[src/hdl/etsc_pkg.sv]
// ----------------------------------------------------------------------------
// Encoder timer/stopwatch control package
// Item types, mode and register codes, and constants shared by the block.
// ----------------------------------------------------------------------------
package etsc_pkg;

  typedef enum logic [2:0] {
    MODE_CLOCK     = 3'd0,
    MODE_TIMER     = 3'd1,
    MODE_STOPWATCH = 3'd2,
    MODE_REMINDERS = 3'd3,
    MODE_SETTINGS  = 3'd4
  } mode_e;

  typedef enum logic [2:0] {
    REG_HOLD_LIMIT   = 3'd0,
    REG_DEBOUNCE     = 3'd1,
    REG_ACCEL_WINDOW = 3'd2,
    REG_ACCEL_FACTOR = 3'd3,
    REG_ALARM_REPEAT = 3'd4
  } cfg_reg_e;

  localparam int unsigned CfgIndexW = 3;
  localparam int unsigned CfgDataW  = 16;

  localparam logic [15:0] LongPressReset   = 16'd600;
  localparam logic [15:0] DebounceReset    = 16'd250;
  localparam logic [15:0] AccelWindowReset = 16'd80;
  localparam logic [3:0]  AccelFactorReset = 4'd5;
  localparam logic [15:0] AlarmRepeatReset = 16'd1200;

  localparam logic [22:0] MsPerMin      = 23'd60000;
  localparam logic [6:0]  MinutesMin    = 7'd1;
  localparam logic [6:0]  MinutesMax    = 7'd99;
  localparam logic [6:0]  MinutesReset  = 7'd5;
  localparam logic [22:0] RemainReset   = 23'd300000;
  localparam logic [31:0] AlarmBeepMs   = 32'd200;
  localparam logic [31:0] TurnBeepMs    = 32'd15;
  localparam logic [31:0] ReleaseBeepMs = 32'd40;

  typedef struct packed {
    logic enc_a;
    logic enc_b;
    logic button_down;
  } in_item_t;

  typedef struct packed {
    logic [2:0]  mode;
    logic [6:0]  timer_minutes;
    logic [22:0] timer_remaining_ms;
    logic        timer_running;
    logic        timer_editing;
    logic        alarm_active;
    logic [31:0] stopwatch_ms;
    logic        stopwatch_running;
    logic        buzzer;
    logic        button_held;
  } out_item_t;

endpackage

[src/hdl/encoder_timer_stopwatch_control_top.sv]
// ----------------------------------------------------------------------------
// Encoder timer/stopwatch control
// Millisecond-tick controller: quadrature decoding, mode selection, countdown
// timer, stopwatch, button press timing and buzzer control.
// ----------------------------------------------------------------------------
// Each input item is one millisecond tick with the two encoder pins and the
// button level; each item yields exactly one result item holding the state
// after that tick. The whole tick update is one combinational pass into the
// state registers, which also serve as the result register, so a new item is
// taken every cycle unless the result from the previous item is still
// stalled. Configuration writes are always ready and take effect on the next
// item.
module encoder_timer_stopwatch_control_top
  import etsc_pkg::*;
(
  input  logic                 clk_i,
  input  logic                 rst_ni,
  input  logic                 in_valid_i,
  output logic                 in_stall_o,
  input  in_item_t             in_data_i,
  output logic                 out_valid_o,
  input  logic                 out_stall_i,
  output out_item_t            out_data_o,
  input  logic                 cfg_valid_i,
  output logic                 cfg_ready_o,
  input  logic [CfgIndexW-1:0] cfg_index_i,
  input  logic [CfgDataW-1:0]  cfg_data_i
);

  logic [15:0] hold_limit_q, debounce_q, accel_window_q, alarm_repeat_q;
  logic [3:0]  accel_factor_q;

  logic [31:0] now_q, last_move_q, last_alarm_q, sw_q, press_start_q;
  logic [31:0] last_short_q, beep_end_q;
  logic [31:0] last_move_d, last_alarm_d, sw_d, press_start_d;
  logic [31:0] last_short_d, beep_end_d;
  logic [3:0]  quad_q, quad_d;
  logic signed [2:0] detent_q, detent_d;
  mode_e       mode_q, mode_d;
  logic [6:0]  minutes_q, minutes_d;
  logic [22:0] remain_q, remain_d;
  logic        count_run_q, count_run_d, edit_q, edit_d, alarm_q, alarm_d;
  logic        sw_run_q, sw_run_d, held_q, held_d, beep_on_q, beep_on_d;
  logic        out_valid_q;

  logic              in_accept;
  logic signed [2:0] acc;
  logic              move_up, move_dn, move, fast, edit_turn;
  logic [31:0]       move_gap, hold_dur, short_gap, alarm_gap;
  logic [3:0]        step_mag;
  logic signed [8:0] min_sum;
  logic [6:0]        min_clamped;
  logic [22:0]       reload_ms;
  logic              release_evt, hold_is_long, short_ok;

  assign in_stall_o  = out_valid_q && out_stall_i;
  assign in_accept   = in_valid_i && !in_stall_o;
  assign cfg_ready_o = 1'b1;
  assign out_valid_o = out_valid_q;

  // Configuration registers.
  always_ff @(posedge clk_i or negedge rst_ni) begin
    if (!rst_ni) begin
      hold_limit_q   <= LongPressReset;
      debounce_q     <= DebounceReset;
      accel_window_q <= AccelWindowReset;
      accel_factor_q <= AccelFactorReset;
      alarm_repeat_q <= AlarmRepeatReset;
    end else if (cfg_valid_i && cfg_ready_o) begin
      unique case (cfg_index_i)
        REG_HOLD_LIMIT:   hold_limit_q   <= cfg_data_i;
        REG_DEBOUNCE:     debounce_q     <= cfg_data_i;
        REG_ACCEL_WINDOW: accel_window_q <= cfg_data_i;
        REG_ACCEL_FACTOR: accel_factor_q <= cfg_data_i[3:0];
        REG_ALARM_REPEAT: alarm_repeat_q <= cfg_data_i;
        default: ;
      endcase
    end
  end

  // Quadrature decoding: two valid transitions in one direction make a step.
  always_comb begin
    quad_d = {quad_q[1:0], in_data_i.enc_a, in_data_i.enc_b};
    unique case (quad_d)
      4'd13, 4'd4, 4'd2, 4'd11: acc = detent_q + 3'sd1;
      4'd14, 4'd7, 4'd1, 4'd8:  acc = detent_q - 3'sd1;
      default:                  acc = detent_q;
    endcase
    move_up  = (acc == 3'sd2);
    move_dn  = (acc == -3'sd2);
    move     = move_up || move_dn;
    detent_d = move ? 3'sd0 : acc;
  end

  // Turn handling: minute adjust with clamp, and the matching reload value.
  always_comb begin
    move_gap  = now_q - last_move_q;
    fast      = move_gap < {16'd0, accel_window_q};
    step_mag  = fast ? accel_factor_q : 4'd1;
    edit_turn = (mode_q == MODE_TIMER) && edit_q && !count_run_q;
    if (move_up) begin
      min_sum = $signed({2'b00, minutes_q}) + $signed({5'd0, step_mag});
    end else begin
      min_sum = $signed({2'b00, minutes_q}) - $signed({5'd0, step_mag});
    end
    if (min_sum < $signed({2'b00, MinutesMin})) begin
      min_clamped = MinutesMin;
    end else if (min_sum > $signed({2'b00, MinutesMax})) begin
      min_clamped = MinutesMax;
    end else begin
      min_clamped = min_sum[6:0];
    end
    minutes_d = (move && edit_turn) ? min_clamped : minutes_q;
    reload_ms = 23'(minutes_d) * MsPerMin;
  end

  // Tick update, in the order the behavior defines.
  always_comb begin
    remain_d      = remain_q;
    count_run_d   = count_run_q;
    edit_d        = edit_q;
    alarm_d       = alarm_q;
    sw_d          = sw_q;
    sw_run_d      = sw_run_q;
    mode_d        = mode_q;
    held_d        = held_q;
    press_start_d = press_start_q;
    last_short_d  = last_short_q;
    last_move_d   = last_move_q;
    last_alarm_d  = last_alarm_q;
    beep_on_d     = beep_on_q;
    beep_end_d    = beep_end_q;

    if (count_run_q && (remain_q != '0)) remain_d = remain_q - 23'd1;
    if (sw_run_q) sw_d = sw_q + 32'd1;

    if (beep_on_q && (now_q > beep_end_q)) beep_on_d = 1'b0;

    alarm_gap = now_q - last_alarm_q;
    if (alarm_q && (alarm_gap > {16'd0, alarm_repeat_q})) begin
      beep_on_d    = 1'b1;
      beep_end_d   = now_q + AlarmBeepMs;
      last_alarm_d = now_q;
    end

    if (move) begin
      last_move_d = now_q;
      if (edit_turn) begin
        remain_d = reload_ms;
      end else if (move_up) begin
        mode_d = (mode_q == MODE_SETTINGS) ? MODE_CLOCK : mode_e'(mode_q + 3'd1);
      end else begin
        mode_d = (mode_q == MODE_CLOCK) ? MODE_SETTINGS : mode_e'(mode_q - 3'd1);
      end
      beep_on_d  = 1'b1;
      beep_end_d = now_q + TurnBeepMs;
    end

    hold_dur     = now_q - press_start_q;
    short_gap    = now_q - last_short_q;
    release_evt  = !in_data_i.button_down && held_q;
    hold_is_long = hold_dur > {16'd0, hold_limit_q};
    short_ok     = short_gap > {16'd0, debounce_q};

    if (in_data_i.button_down && !held_q) begin
      held_d        = 1'b1;
      press_start_d = now_q;
    end

    if (release_evt) begin
      if (hold_is_long) begin
        if (mode_d == MODE_STOPWATCH) begin
          sw_run_d = 1'b0;
          sw_d     = '0;
        end
        if (mode_d == MODE_TIMER) begin
          if (count_run_q) begin
            count_run_d = 1'b0;
            remain_d    = reload_ms;
          end else begin
            count_run_d = 1'b1;
          end
        end
      end else if (short_ok) begin
        if (mode_d == MODE_TIMER) begin
          priority if (alarm_q) begin
            alarm_d = 1'b0;
          end else if (count_run_q) begin
            count_run_d = 1'b0;
          end else begin
            edit_d = !edit_q;
          end
        end else if (mode_d == MODE_STOPWATCH) begin
          sw_run_d = !sw_run_q;
        end
        last_short_d = now_q;
      end
      held_d = 1'b0;
      // The release beep replaces any earlier beep end time of this tick.
      beep_on_d  = 1'b1;
      beep_end_d = now_q + ReleaseBeepMs;
    end

    if (count_run_d && (remain_d == '0)) begin
      count_run_d = 1'b0;
      alarm_d     = 1'b1;
    end
  end

  always_ff @(posedge clk_i or negedge rst_ni) begin
    if (!rst_ni) begin
      now_q         <= '0;
      quad_q        <= '0;
      detent_q      <= '0;
      last_move_q   <= '0;
      mode_q        <= MODE_CLOCK;
      minutes_q     <= MinutesReset;
      remain_q      <= RemainReset;
      count_run_q   <= 1'b0;
      edit_q        <= 1'b0;
      alarm_q       <= 1'b0;
      last_alarm_q  <= '0;
      sw_q          <= '0;
      sw_run_q      <= 1'b0;
      held_q        <= 1'b0;
      press_start_q <= '0;
      last_short_q  <= '0;
      beep_on_q     <= 1'b0;
      beep_end_q    <= '0;
    end else if (in_accept) begin
      now_q         <= now_q + 32'd1;
      quad_q        <= quad_d;
      detent_q      <= detent_d;
      last_move_q   <= last_move_d;
      mode_q        <= mode_d;
      minutes_q     <= minutes_d;
      remain_q      <= remain_d;
      count_run_q   <= count_run_d;
      edit_q        <= edit_d;
      alarm_q       <= alarm_d;
      last_alarm_q  <= last_alarm_d;
      sw_q          <= sw_d;
      sw_run_q      <= sw_run_d;
      held_q        <= held_d;
      press_start_q <= press_start_d;
      last_short_q  <= last_short_d;
      beep_on_q     <= beep_on_d;
      beep_end_q    <= beep_end_d;
    end
  end

  // The state only moves when the previous result has left, so the result
  // item is read straight from the state registers.
  always_ff @(posedge clk_i or negedge rst_ni) begin
    if (!rst_ni) begin
      out_valid_q <= 1'b0;
    end else if (in_accept) begin
      out_valid_q <= 1'b1;
    end else if (!out_stall_i) begin
      out_valid_q <= 1'b0;
    end
  end

  always_comb begin
    out_data_o.mode               = mode_q;
    out_data_o.timer_minutes      = minutes_q;
    out_data_o.timer_remaining_ms = remain_q;
    out_data_o.timer_running      = count_run_q;
    out_data_o.timer_editing      = edit_q;
    out_data_o.alarm_active       = alarm_q;
    out_data_o.stopwatch_ms       = sw_q;
    out_data_o.stopwatch_running  = sw_run_q;
    out_data_o.buzzer             = beep_on_q;
    out_data_o.button_held        = held_q;
  end

endmodule
[config.mk]
export PLATFORM = sky130hd
export DESIGN_NAME = encoder_timer_stopwatch_control_top
export DESIGN_NICKNAME = d
export VERILOG_FILES = /design/src/hdl/etsc_pkg.sv /design/src/hdl/encoder_timer_stopwatch_control_top.sv
export SDC_FILE = /design/constraint.sdc
export NUM_CORES = 1
export LEC_CHECK = 0
export ABC_CLOCK_PERIOD_IN_PS = 10200
export BUFFER_PORTS_ARGS = -buffer_cell sky130_fd_sc_hd__buf_4
export CORE_ASPECT_RATIO = 0.6
export CORE_UTILIZATION = 58
export DETAILED_ROUTE_END_ITERATION = 8
export HOLD_SLACK_MARGIN = 0.05
export PLACE_DENSITY_LB_ADDON = 0.25
export SYNTH_ARGS = -nofsm -noshare
export SYNTH_HDL_FRONTEND = slang
export SYNTH_SLANG_ARGS = --single-unit
[constraint.sdc]
create_clock -name clk_i -period 10.2 [get_ports clk_i]
set_input_delay 2.04 -clock clk_i [delete_from_list [all_inputs] [get_ports clk_i]]
set_output_delay 2.04 -clock clk_i [all_outputs]
set_load 0.01 [all_outputs]
# Yosys cells after proc, flatten, opt, wreduce, memory -nomap -nowiden
# Index checks and enable logic that the tools add are counted.
[word_totals]
register_bits = 337
output_inout_bits = 74
elab_cells = 170
[op_classes]
n_addsub = 16
mul = 1
magnitude_cmp = 7
n_eq_ne = 21
n_mux = 52
bitwise_logic = 3
reduce_logical = 46
[op_table]
columns = ["cell", "count"]
rows = [
  ["32-bit 2-to-1 mux", 7],
  ["23-bit 2-to-1 mux", 7],
  ["32-bit subtractor", 4],
  ["32-bit by 16-bit > comparator with 1-bit output", 3],
  ["32-bit by 1-bit adder with 32-bit output, second input constant", 2],
  ["32-bit by 4-bit adder with 32-bit output, second input constant", 1],
  ["32-bit by 6-bit adder with 32-bit output, second input constant", 1],
  ["32-bit by 8-bit adder with 32-bit output, second input constant", 1],
  ["32-bit > comparator", 1],
  ["32-bit by 16-bit less-than comparator with 1-bit output", 1],
  ["1-bit 2-to-1 mux", 26],
  ["23-bit zero test", 1],
  ["23-bit nonzero test", 1],
  ["23-bit by 1-bit subtractor with 23-bit output, second input constant", 1],
  ["2-bit AND reduction", 11],
  ["7-bit 2-to-1 mux", 3],
  ["7-bit by 11-bit multiplier with 18-bit output, second input constant", 1],
  ["3-bit 2-to-1 mux", 6],
  ["4-bit equality test, second input constant", 4],
  ["3-bit by 2-bit equality test with 1-bit output, second input constant", 4],
  ["1-bit logical AND", 11],
  ["5-bit AND reduction", 2],
  ["2-bit nonzero test", 5],
  ["3-bit by 1-bit equality test with 1-bit output, second input constant", 3],
  ["26 further kinds", 39],
]

# Depth between registers and ports, before layout
# Gate-level depths: netlist (run 1).
[logic_depth]
word_depth = 20
mapped_depth = 53
depth_no_buf = 53

# Worst setup path after synthesis (run 1)
# OpenSTA, ideal clock, no wires.
[synth_path]
path_type = "register to register"
startpoint = "reg now_q[0]"
endpoint = "reg count_run_q"
setup_ps = 122
arrival_ps = 11144
required_ps = 10078
slack_ps = -1066
path_stages_with_launch = 53
period_less_slack_ps = 11266
cell_sequence = "dfrtp_1 > clkinv_1 > ha_1 > fa_1 > nor2b_1 > o21ai_0 > a21boi_0 > o21ai_0 > a31oi_1 > o21ai_0 > o21bai_1 > xor2_1 > ha_1 > nor2b_1 > o21ai_0 > nand4_1 > nor4_1 > o221ai_1 > [17 not listed] > ha_1 > inv_1 > fa_1 > inv_1 > ha_1 > fa_1 > ha_1 > o21a_1 > o21ai_0 > a21oi_1 > o41ai_1 > o21bai_1 > a21oi_1 > xor2_1 > nand4_1 > nor3_2 > o21ai_0 > a32o_1"
[synth_via]
elab_chain_cells = 19
elab_cells_between_ends = 28
classes_between = "add/sub: 5; mul: 1; order compare: 5; mux: 15; reduce/logical: 2"
[synth_rtl]
columns = ["element", "line_no", "source"]
rows = [
  ["from (decl)", "encoder_timer_stopwatch_control_top.sv:33", "logic [31:0] now_q, last_move_q, last_alarm_q, sw_q, press_start_q;"],
  ["from (signal assigned)", "encoder_timer_stopwatch_control_top.sv:231", "now_q <= now_q + 32'd1;"],
  ["32-bit subtractor *", "encoder_timer_stopwatch_control_top.sv:97", "move_gap = now_q - last_move_q;"],
  ["32-bit by 16-bit less-than comparator with 1-bit output *", "encoder_timer_stopwatch_control_top.sv:98", "fast = move_gap < {16'd0, accel_window_q};"],
  ["4-bit 2-to-1 mux *", "encoder_timer_stopwatch_control_top.sv:99", "step_mag = fast ? accel_factor_q : 4'd1;"],
  ["7-bit by 4-bit subtractor with 8-bit output / 7-bit by 4-bit adder with 8-bit output (equally long branches)", "encoder_timer_stopwatch_control_top.sv:104, encoder_timer_stopwatch_control_top.sv:102", ""],
  ["9-bit 2-to-1 mux *", "encoder_timer_stopwatch_control_top.sv:101", "if (move_up) begin"],
  ["9-bit by 8-bit > comparator with 1-bit output", "encoder_timer_stopwatch_control_top.sv:108", "end else if (min_sum > $signed({2'b00, MinutesMax})) begin"],
  ["7-bit 2-to-1 mux", "encoder_timer_stopwatch_control_top.sv:108", ""],
  ["7-bit 2-to-1 mux *", "encoder_timer_stopwatch_control_top.sv:106", "if (min_sum < $signed({2'b00, MinutesMin})) begin"],
  ["[1 not listed]", "--", ""],
  ["via minutes_d[4]", "encoder_timer_stopwatch_control_top.sv:40", "logic [6:0] minutes_q, minutes_d;"],
  ["[2 not listed]", "--", ""],
  ["23-bit 2-to-1 mux", "encoder_timer_stopwatch_control_top.sv:146", "if (move) begin"],
  ["23-bit 2-to-1 mux", "encoder_timer_stopwatch_control_top.sv:177", "if (count_run_q) begin"],
  ["23-bit 2-to-1 mux", "encoder_timer_stopwatch_control_top.sv:176", "if (mode_d == MODE_TIMER) begin"],
  ["23-bit 2-to-1 mux", "encoder_timer_stopwatch_control_top.sv:171", "if (hold_is_long) begin"],
  ["23-bit 2-to-1 mux *", "encoder_timer_stopwatch_control_top.sv:170", "if (release_evt) begin"],
  ["23-bit zero test *", "encoder_timer_stopwatch_control_top.sv:204", "if (count_run_d && (remain_d == '0)) begin"],
  ["1-bit logical AND *", "encoder_timer_stopwatch_control_top.sv:204", ""],
  ["1-bit 2-to-1 mux *", "encoder_timer_stopwatch_control_top.sv:204", ""],
  ["to (signal assigned)", "encoder_timer_stopwatch_control_top.sv:238", "count_run_q <= count_run_d;"],
  ["to (decl)", "encoder_timer_stopwatch_control_top.sv:42", "logic count_run_q, count_run_d, edit_q, edit_d, alarm_q, alarm_d;"],
]
# The timed path passes the listed nets; every way through them passes the cells marked *.
# A chain may end at the register's enable or synchronous reset.

# Final worst setup path (run 1)
[layout_path]
startpoint = "reg now_q[0]"
endpoint = "reg alarm_q"
[layout_via]
elab_chain_cells = 20
elab_cells_between_ends = 33
classes_between = "add/sub: 5; mul: 1; order compare: 5; eq/ne: 1; mux: 15; reduce/logical: 6"
[layout_rtl]
columns = ["element", "line_no", "source"]
rows = [
  ["32-bit subtractor *", "encoder_timer_stopwatch_control_top.sv:97", ""],
  ["32-bit by 16-bit less-than comparator with 1-bit output *", "encoder_timer_stopwatch_control_top.sv:98", ""],
  ["4-bit 2-to-1 mux *", "encoder_timer_stopwatch_control_top.sv:99", ""],
  ["7-bit by 4-bit subtractor with 8-bit output / 7-bit by 4-bit adder with 8-bit output (equally long branches)", "encoder_timer_stopwatch_control_top.sv:104, encoder_timer_stopwatch_control_top.sv:102", ""],
  ["9-bit 2-to-1 mux *", "encoder_timer_stopwatch_control_top.sv:101", ""],
  ["9-bit by 8-bit > comparator with 1-bit output", "encoder_timer_stopwatch_control_top.sv:108", ""],
  ["7-bit 2-to-1 mux", "encoder_timer_stopwatch_control_top.sv:108", ""],
  ["7-bit 2-to-1 mux *", "encoder_timer_stopwatch_control_top.sv:106", ""],
  ["[1 not listed]", "--", ""],
  ["via minutes_d[2]", "encoder_timer_stopwatch_control_top.sv:40", ""],
  ["[3 not listed]", "--", ""],
  ["23-bit 2-to-1 mux", "encoder_timer_stopwatch_control_top.sv:177", ""],
  ["23-bit 2-to-1 mux", "encoder_timer_stopwatch_control_top.sv:176", ""],
  ["23-bit 2-to-1 mux", "encoder_timer_stopwatch_control_top.sv:171", ""],
  ["23-bit 2-to-1 mux *", "encoder_timer_stopwatch_control_top.sv:170", ""],
  ["23-bit zero test *", "encoder_timer_stopwatch_control_top.sv:204", ""],
  ["1-bit logical AND *", "encoder_timer_stopwatch_control_top.sv:204", ""],
  ["2-bit by 1-bit inequality test with 1-bit output (no source line) / 2-bit nonzero test (equally long branches)", "--", ""],
  ["5-bit AND reduction (no source line)", "--", ""],
  ["to (signal assigned)", "encoder_timer_stopwatch_control_top.sv:240", "alarm_q <= alarm_d;"],
  ["to (decl)", "encoder_timer_stopwatch_control_top.sv:42", ""],
]
# Marks and branches as above.

==> summary.txt, run 1 <==
SETUP PATH
--------------------------------------------------------------------------------
Reg-to-Reg Start                                                        now_q[0]
Worst path max stage delay                                                530 ps
Category of the worst setup path launch point                               flop
Reg-to-Reg End                                                           alarm_q
Highest fanout seen on the critical path                                       5
Start point of the critical path                                        now_q[0]
Crit path to                                                             alarm_q
Reg2Reg Setup Slack                                                      -490 ps
Most repeated library cell on the critical path                            buf_4
Critical path data required time                                        10670 ps
Critical Path Slowest Stage Cell                                            fa_1
Critical path arrival                                                   11160 ps
Depth of the most critical reg-to-reg path                                    57
Critical path endpoint category                                             flop
Type of the worst setup path                                        flop to flop

SYNTH
--------------------------------------------------------------------------------
Cell accounting for the most synthesized area                            dfrtp_1
Cell Area, Synth                                                    0.0276 sq mm
Asr flop ratio synth                                                        1.00
Number of enable-type register cells in the synthesized netlist                0
Area contributors post-synth                                        dfrtp_1 28%, ha_1 13%, o21ai_0 4.6%
Per-instance average area after synthesis                             8.62 sq um
Count of synthesis-stage warnings from yosys                                   0
Post-synthesis cell type count                                               104
Total nets after synthesis                                                  3536
Ys flop type                                                             dfrtp_1
Fraction of post-synthesis cell area in the top cell type by area          0.281
Portion of the post-synthesis area used by sequential elements             0.307
Flip-flop and latch count after synthesis                                    337
Cell count after synthesis                                                  3197

POWER
--------------------------------------------------------------------------------
Total power                                                              7.88 mW
Static Leakage                                                           15.5 nW
Highest ir drop seen on vdd                                               202 uV
PwrDens                                                              246 mW/mm^2

MIN PATH
--------------------------------------------------------------------------------
Hold path start                                                     last_short_q[3]
Hold Path Cell Cnt                                                             2
Worst min-delay path category                                       flop to flop

LAYOUT
--------------------------------------------------------------------------------
End-of-flow core utilization                                               0.686
Number of diodes added for antenna fixing                                      0
Number of nets in the layout                                                3745
Leading cell type in the layout, fill and taps excluded                    inv_1
Number of filler instances in the final layout                              3732
P&R area growth vs syn                                                     16.0%
Cell Count, Final, Fillers Out                                              4063
Commonest cells after routing, fill and taps aside                  320 x inv_1, 308 x dfrtp_1, 299 x buf_4
Layout cells sized above 1                                                 0.177
Final design area excluding fillers                                 0.0320 sq mm

TIMING
--------------------------------------------------------------------------------
Final clock skew                                                         22.5 ps
RSZ-0062 raised after global routing                                        true
Number of pins with negative max-slew slack in the final report                0
Max frequency                                                         0.0935 GHz
Shortest clock period the worst path allows after layout                10690 ps
Worst hold slack after final layout                                       483 ps
Final setup margin                                                       -493 ps
Part of the cycle the worst path needs                                      1.05
Worst relative slew slack                                                  0.196
Transition time of the tightest slew-check pin                           1190 ps
Setup violators final                                                          6
Final hold vios                                                                0
Final total negative setup slack                                        -1980 ps

DIE
--------------------------------------------------------------------------------
Floorplan Core Area                                                 0.0466 sq mm
Top-level port count                                                         101
Total die area                                                      0.0484 sq mm
Die height                                                                171 um
Horizontal extent of the die                                              283 um
Initial standard-cell utilization of the core                              0.591
Number of placement rows                                                      61

ROUTING
--------------------------------------------------------------------------------
First-pass iteration count of the detailed router                              7
Routed Antenna Nets                                                            0
Vias after detailed routing                                                25.2k
Routed wire length per instance                                          21.0 um
Vias per inst                                                               6.20
Number of DRC markers in iteration 0                                        2534
DRC violations left                                                            0
Final wirelength                                                         85.3 mm

GLOBAL ROUTING
--------------------------------------------------------------------------------
Overflow left after global routing                                             0
Number of antenna violations at the first check in global routing              0
Wire length of the first global-routing pass                              135 mm
Largest net degree at the start of global routing                            149
Number of global-route vias before repair                                  23.9k
Global-route total usage across every layer                                0.350

CTS
--------------------------------------------------------------------------------
Clock network latency to the later pin of the worst-skew pair             540 ps
Hold buffers post-CTS                                                          0
Sinks on the clock net                                                       337
Clock H-tree levels                                                            2
CTS Buffer Depth                                                               3
TritonCTS clock tree                                                       built
Clk slew on worst S/H paths                                                60 ps
Cell chosen for the clock root                                         clkbuf_16
Total clock buffers created by CTS                                            37

PLACE
--------------------------------------------------------------------------------
Cell Count Post-Placement                                                   3962
Detailed-placement wirelength estimate                                   64.4 mm
Post-Place Setup Slack                                                   -910 ps
RD Place Congestion                                                        0.977
Post-placement cell area                                            0.0300 sq mm
Port bufs                                                                     99

RUN STATUS
--------------------------------------------------------------------------------
Violations in the final reports                                     setup timing
Status                                                              finished with violations

FLOW RUN
--------------------------------------------------------------------------------
Max-cap viol count                                                             0

==> cell families after synthesis <==
group,count (synthesis),share of synthesized area
muxes,156,0.0620
xor gates and xnor gates,189,0.0603
AOI/OAI and AO/OA,798,0.187
other,1,0.000136
and+or+nand+nor,940,0.169
adders and majority gates,312,0.148
buffers and inverters,464,0.0671
DFF,337,0.307
==> how the worst min path moves through the flow <==
stage / endpoint / slack, ps
3_5_place_dp: press_start_q[3] / 470
3_3_place_gp: last_short_q[3] / 470
6_report: last_short_q[3] / 480
4_1_cts: press_start_q[3] / 490
2_1_floorplan: last_short_q[1] / 450
5_1_grt: press_start_q[3] / 510
==> per-layer routing <==
layer  track usage  share of wire  vias up
met5             0              0        -
met4        0.0759          0.020        0
met3        0.0909           0.11      135
met2         0.479           0.39     1142
met1         0.542           0.48    12201
li1              -              -    11699
==> cells in the mapped netlist (all sizes together) (28+ instances only) <==
master,n
inv,326
dfrtp,309
nand2,290
ha,289
o21ai,262
nor2,216
a21oi,175
xnor2,110
mux2,105
clkbuf,94
xor2,79
nand4,77
nand3,69
a21o,66
mux2i,50
nor3,50
nand2b,43
buf,42
o21a,42
nor2b,32
and3,29
dfstp,28
==> worst max-delay path, delay by kind of cell, from the launching register on <==
kind	cells	cell delay [ps]
compound gates	16	2710
simple gates	15	2260
fa+ha+maj	10	3360
buf+inv	13	1340
xor+xnor	2	300
flops	1	400
mux	1	240
==> area by class of cell <==
cell class                 count  area (sq um)  area share
inverter                     328          1240      0.0386
multi-input combinational   2396         17900       0.558
sequential                   337          8470       0.265
timing repair buffer         306          2340      0.0730
tap                          630           788      0.0246
clock buffer                  55          1080      0.0336
clock inverter                11           220     0.00688
==> report_power, final <==
group          leakage [nW]  switching [mW]  internal [mW]
Clock                 0.618           0.594          0.886
Sequential             4.38           0.166           1.57
Combinational          10.5            2.70           1.96
==> state kept, by name, indices dropped and copies added, names as in the netlist, 4 cells and up <==
name            flops
accel_factor_q      4
accel_window_q     16
alarm_repeat_q     16
beep_end_q         32
debounce_q         16
hold_limit_q       16
last_alarm_q       32
last_move_q        32
last_short_q       32
minutes_q           7
now_q              32
press_start_q      32
remain_q           23
sw_q               32
==> timing repair <==
item | CTS | global route
buffers inserted | 31 | 7
pin swaps | 38 | 34
gates resized for setup | 37 | 54
endpoints found under the setup margin | 9 | 13
No activity file was read; power rests on OpenSTA's default activity.
==> inputs of run 2 (changes only) <==
--- a/config.mk
+++ b/config.mk
@@ -8,7 +8,8 @@
 export ABC_CLOCK_PERIOD_IN_PS = 10200
 export BUFFER_PORTS_ARGS = -buffer_cell sky130_fd_sc_hd__buf_4
 export CORE_ASPECT_RATIO = 0.6
-export CORE_UTILIZATION = 58
+export CORE_UTILIZATION = 59
+export CTS_BUF_LIST = sky130_fd_sc_hd__clkbuf_4 sky130_fd_sc_hd__clkbuf_8
 export DETAILED_ROUTE_END_ITERATION = 8
 export HOLD_SLACK_MARGIN = 0.05
 export PLACE_DENSITY_LB_ADDON = 0.25
==> run 2 against run 1 <==
  * Critical path type unchanged
  * The flow still finishes with violations (setup timing)
  * Largest power group unchanged
  * Maximum frequency decreased by 2.5%
  * Largest cell class unchanged
  * Worst hold slack barely moved
  * Power shrank 2.5%
  * Sequential share of layout area rose by 0.20 points
  * Clock power decreased by 11%
  * First-iteration DRC count up 6.8%
  * Cell count grew 0.20%
  * Worst setup slack got worse by 270 ps
  * Count of clock-buffer cells in the layout is 30 higher
==> summary.txt, run 2 (same netlist as run 1, synthesis figures left out) <==
ROUTING
--------------------------------------------------------------------------------
Routed Antenna Nets                                                            0   unchanged
DRC violations left                                                            0   unchanged
Vias per inst                                                               6.20   about the same
First-pass iteration count of the detailed router                              6   -1
Number of DRC markers in iteration 0                                        2706   +6.8%
Final wirelength                                                         82.9 mm   -2.8%
Routed wire length per instance                                          20.4 um   -3.0%
Vias after detailed routing                                                25.2k   +0.19%

GLOBAL ROUTING
--------------------------------------------------------------------------------
Global-route total usage across every layer                                0.346   -0.00364
Largest net degree at the start of global routing                            177   +19%
Overflow left after global routing                                             0   unchanged
Number of antenna violations at the first check in global routing              0   unchanged
Number of global-route vias before repair                                  24.0k   +0.071%
Wire length of the first global-routing pass                              131 mm   -2.4%

SETUP PATH
--------------------------------------------------------------------------------
Delay-heaviest family, CP                                           compound AO/OA/AOI/OAI gates
Highest fanout seen on the critical path                                       5   unchanged
Start point of the critical path                                        now_q[1]
Crit path to                                                         count_run_q
Critical path endpoint category                                             flop
Reg-to-Reg End                                                       count_run_q
Reg-to-Reg Start                                                        now_q[1]
Critical path data required time                                        10710 ps   +40 ps
Critical path arrival                                                   11480 ps   +320 ps
Worst path max stage delay                                                550 ps   +20 ps
Critical Path Slowest Stage Cell                                            fa_1
Worst path depth                                                              50   -12%
Reg2Reg Setup Slack                                                      -770 ps   -270 ps
Category of the worst setup path launch point                               flop
Depth of the most critical reg-to-reg path                                    50   -12%
Type of the worst setup path                                        flop to flop
CP bufs+invs                                                                   3   -10

LAYOUT
--------------------------------------------------------------------------------
End-of-flow core utilization                                               0.699   +0.0129
P&R area growth vs syn                                                     15.1%
Number of nets in the layout                                                3747   +0.053%
Number of filler instances in the final layout                              3596   -3.6%
Number of diodes added for antenna fixing                                      0   unchanged
Layout cells sized above 1                                                 0.186   +0.00893
Final design area excluding fillers                                 0.0317 sq mm   -0.77%
Commonest cells after routing, fill and taps aside                  321 x inv_1, 308 x dfrtp_1, 288 x nand2_1, 288 x buf_4, 276 x ha_1
Leading cell type in the layout, fill and taps excluded                    inv_1

PLACE
--------------------------------------------------------------------------------
Port bufs                                                                     99   unchanged
RD Place Congestion                                                         1.00   +2.3%
Post-placement cell area                                            0.0300 sq mm   -0.17%
Detailed-placement wirelength estimate                                   62.6 mm   -2.8%
Post-Place Setup Slack                                                  -1100 ps   -189 ps

DIE
--------------------------------------------------------------------------------
Die height                                                                169 um   -0.84%
Floorplan Core Area                                                 0.0454 sq mm   -2.6%
Number of placement rows                                                      60   -1.6%
Total die area                                                      0.0476 sq mm   -1.7%
Initial standard-cell utilization of the core                              0.607   +0.0158
Top-level port count                                                         101   unchanged
Horizontal extent of the die                                              281 um   -0.84%

CTS
--------------------------------------------------------------------------------
CTS Buffer Depth                                                               3   unchanged
TritonCTS clock tree                                                       built
Sinks on the clock net                                                       337   unchanged
Clock H-tree levels                                                            2   unchanged
Cell chosen for the clock root                                          clkbuf_8
Hold buffers post-CTS                                                          0   unchanged
Clk slew on worst S/H paths                                                70 ps   about the same
Clock network latency to the later pin of the worst-skew pair             640 ps   +100 ps
Total clock buffers created by CTS                                            54   +46%

POWER
--------------------------------------------------------------------------------
Static Leakage                                                           15.5 nW   -0.29%
Highest ir drop seen on vdd                                               197 uV   -2.2%
PwrDens                                                              242 mW/mm^2   -1.8%

TIMING
--------------------------------------------------------------------------------
Transition time of the tightest slew-check pin                           1140 ps   -49.6 ps
Final setup margin                                                       -766 ps   -273 ps
Worst relative slew slack                                                  0.240   +0.0443
Shortest clock period the worst path allows after layout                10970 ps   +273 ps
Max frequency                                                         0.0912 GHz   -2.5%
Number of pins with negative max-slew slack in the final report                0   unchanged
Final hold vios                                                                0   unchanged
Final clock skew                                                         23.0 ps   +0.536 ps
Part of the cycle the worst path needs                                      1.08   +0.0267
RSZ-0062 raised after global routing                                        true
Setup violators final                                                          7   +1

FLOW RUN
--------------------------------------------------------------------------------
Max-cap viol count                                                             0   unchanged

RUN STATUS
--------------------------------------------------------------------------------
Status                                                              finished with violations
Violations in the final reports                                     setup timing

MIN PATH
--------------------------------------------------------------------------------
Worst min-delay path category                                       flop to flop

[run 2: worst reg2reg max path, delay by kind of cell (launching register included)]
| family | cells | cell delay, ps |
|---|---|---|
| flops | 1 | 400 |
| mux | 1 | 470 |
| compound gates | 19 | 3730 |
| xor+xnor | 3 | 490 |
| buf+inv | 3 | 350 |
| fa+ha+maj | 9 | 2910 |
| simple gates | 15 | 2510 |
[run 2: report_power, final]
| part | internal [mW] | switching [mW] | total, mW |
|---|---|---|---|
| logic | 1.99 | 2.64 | 4.63 |
| registers | 1.57 | 0.159 | 1.73 |
| clock network | 0.715 | 0.607 | 1.32 |
| total | 4.28 | 3.41 | 7.68 |
[run 2: final cells by class]
type	instances	area, sq um	share of cell area
inverters	328	1240	0.0389
clock buffers	85	1060	0.0335
clock inverters	14	130	0.00410
well taps	620	776	0.0244
repair buffers	291	2210	0.0696
flip-flops and latches	337	8470	0.267
multi-input cells	2396	17900	0.563
[run 2: metrics by stage]
stage	power, mW	hold slack [ps]	TNS, ps	cells
floorplan	4.64	449	0	3197
global placement	5.83	466	-1700	3947
detailed placement	5.99	472	-6260	3947
CTS	7.46	486	-1500	4062
global route	8.23	510	-8180	4071
finish	7.68	483	-3310	4071
[run 2: repair_timing]
action	CTS	global route
buffers inserted	18	9
gates resized for setup	33	52
setup endpoints to repair	12	14
pin swaps	52	45
[run 2: routing by layer]
layer / wire, um / track usage
met2: 32600 / 0.465
met3: 8770 / 0.0878
met5: 0 / 0
met4: 1470 / 0.0699
met1: 40100 / 0.547
[run 2: how the worst min path moves through the flow]
stage / slack, ps / cells past startpoint / end / from
final: 480 / 2 / press_start_q[2] / press_start_q[2]
after detailed placement: 470 / 2 / press_start_q[2] / press_start_q[2]
after floorplan: 450 / 2 / last_short_q[1] / last_short_q[1]
after CTS: 490 / 2 / press_start_q[2] / press_start_q[2]
after global routing: 510 / 1 / last_short_q[23] / last_short_q[23]
after global placement: 470 / 2 / last_short_q[2] / last_short_q[2]
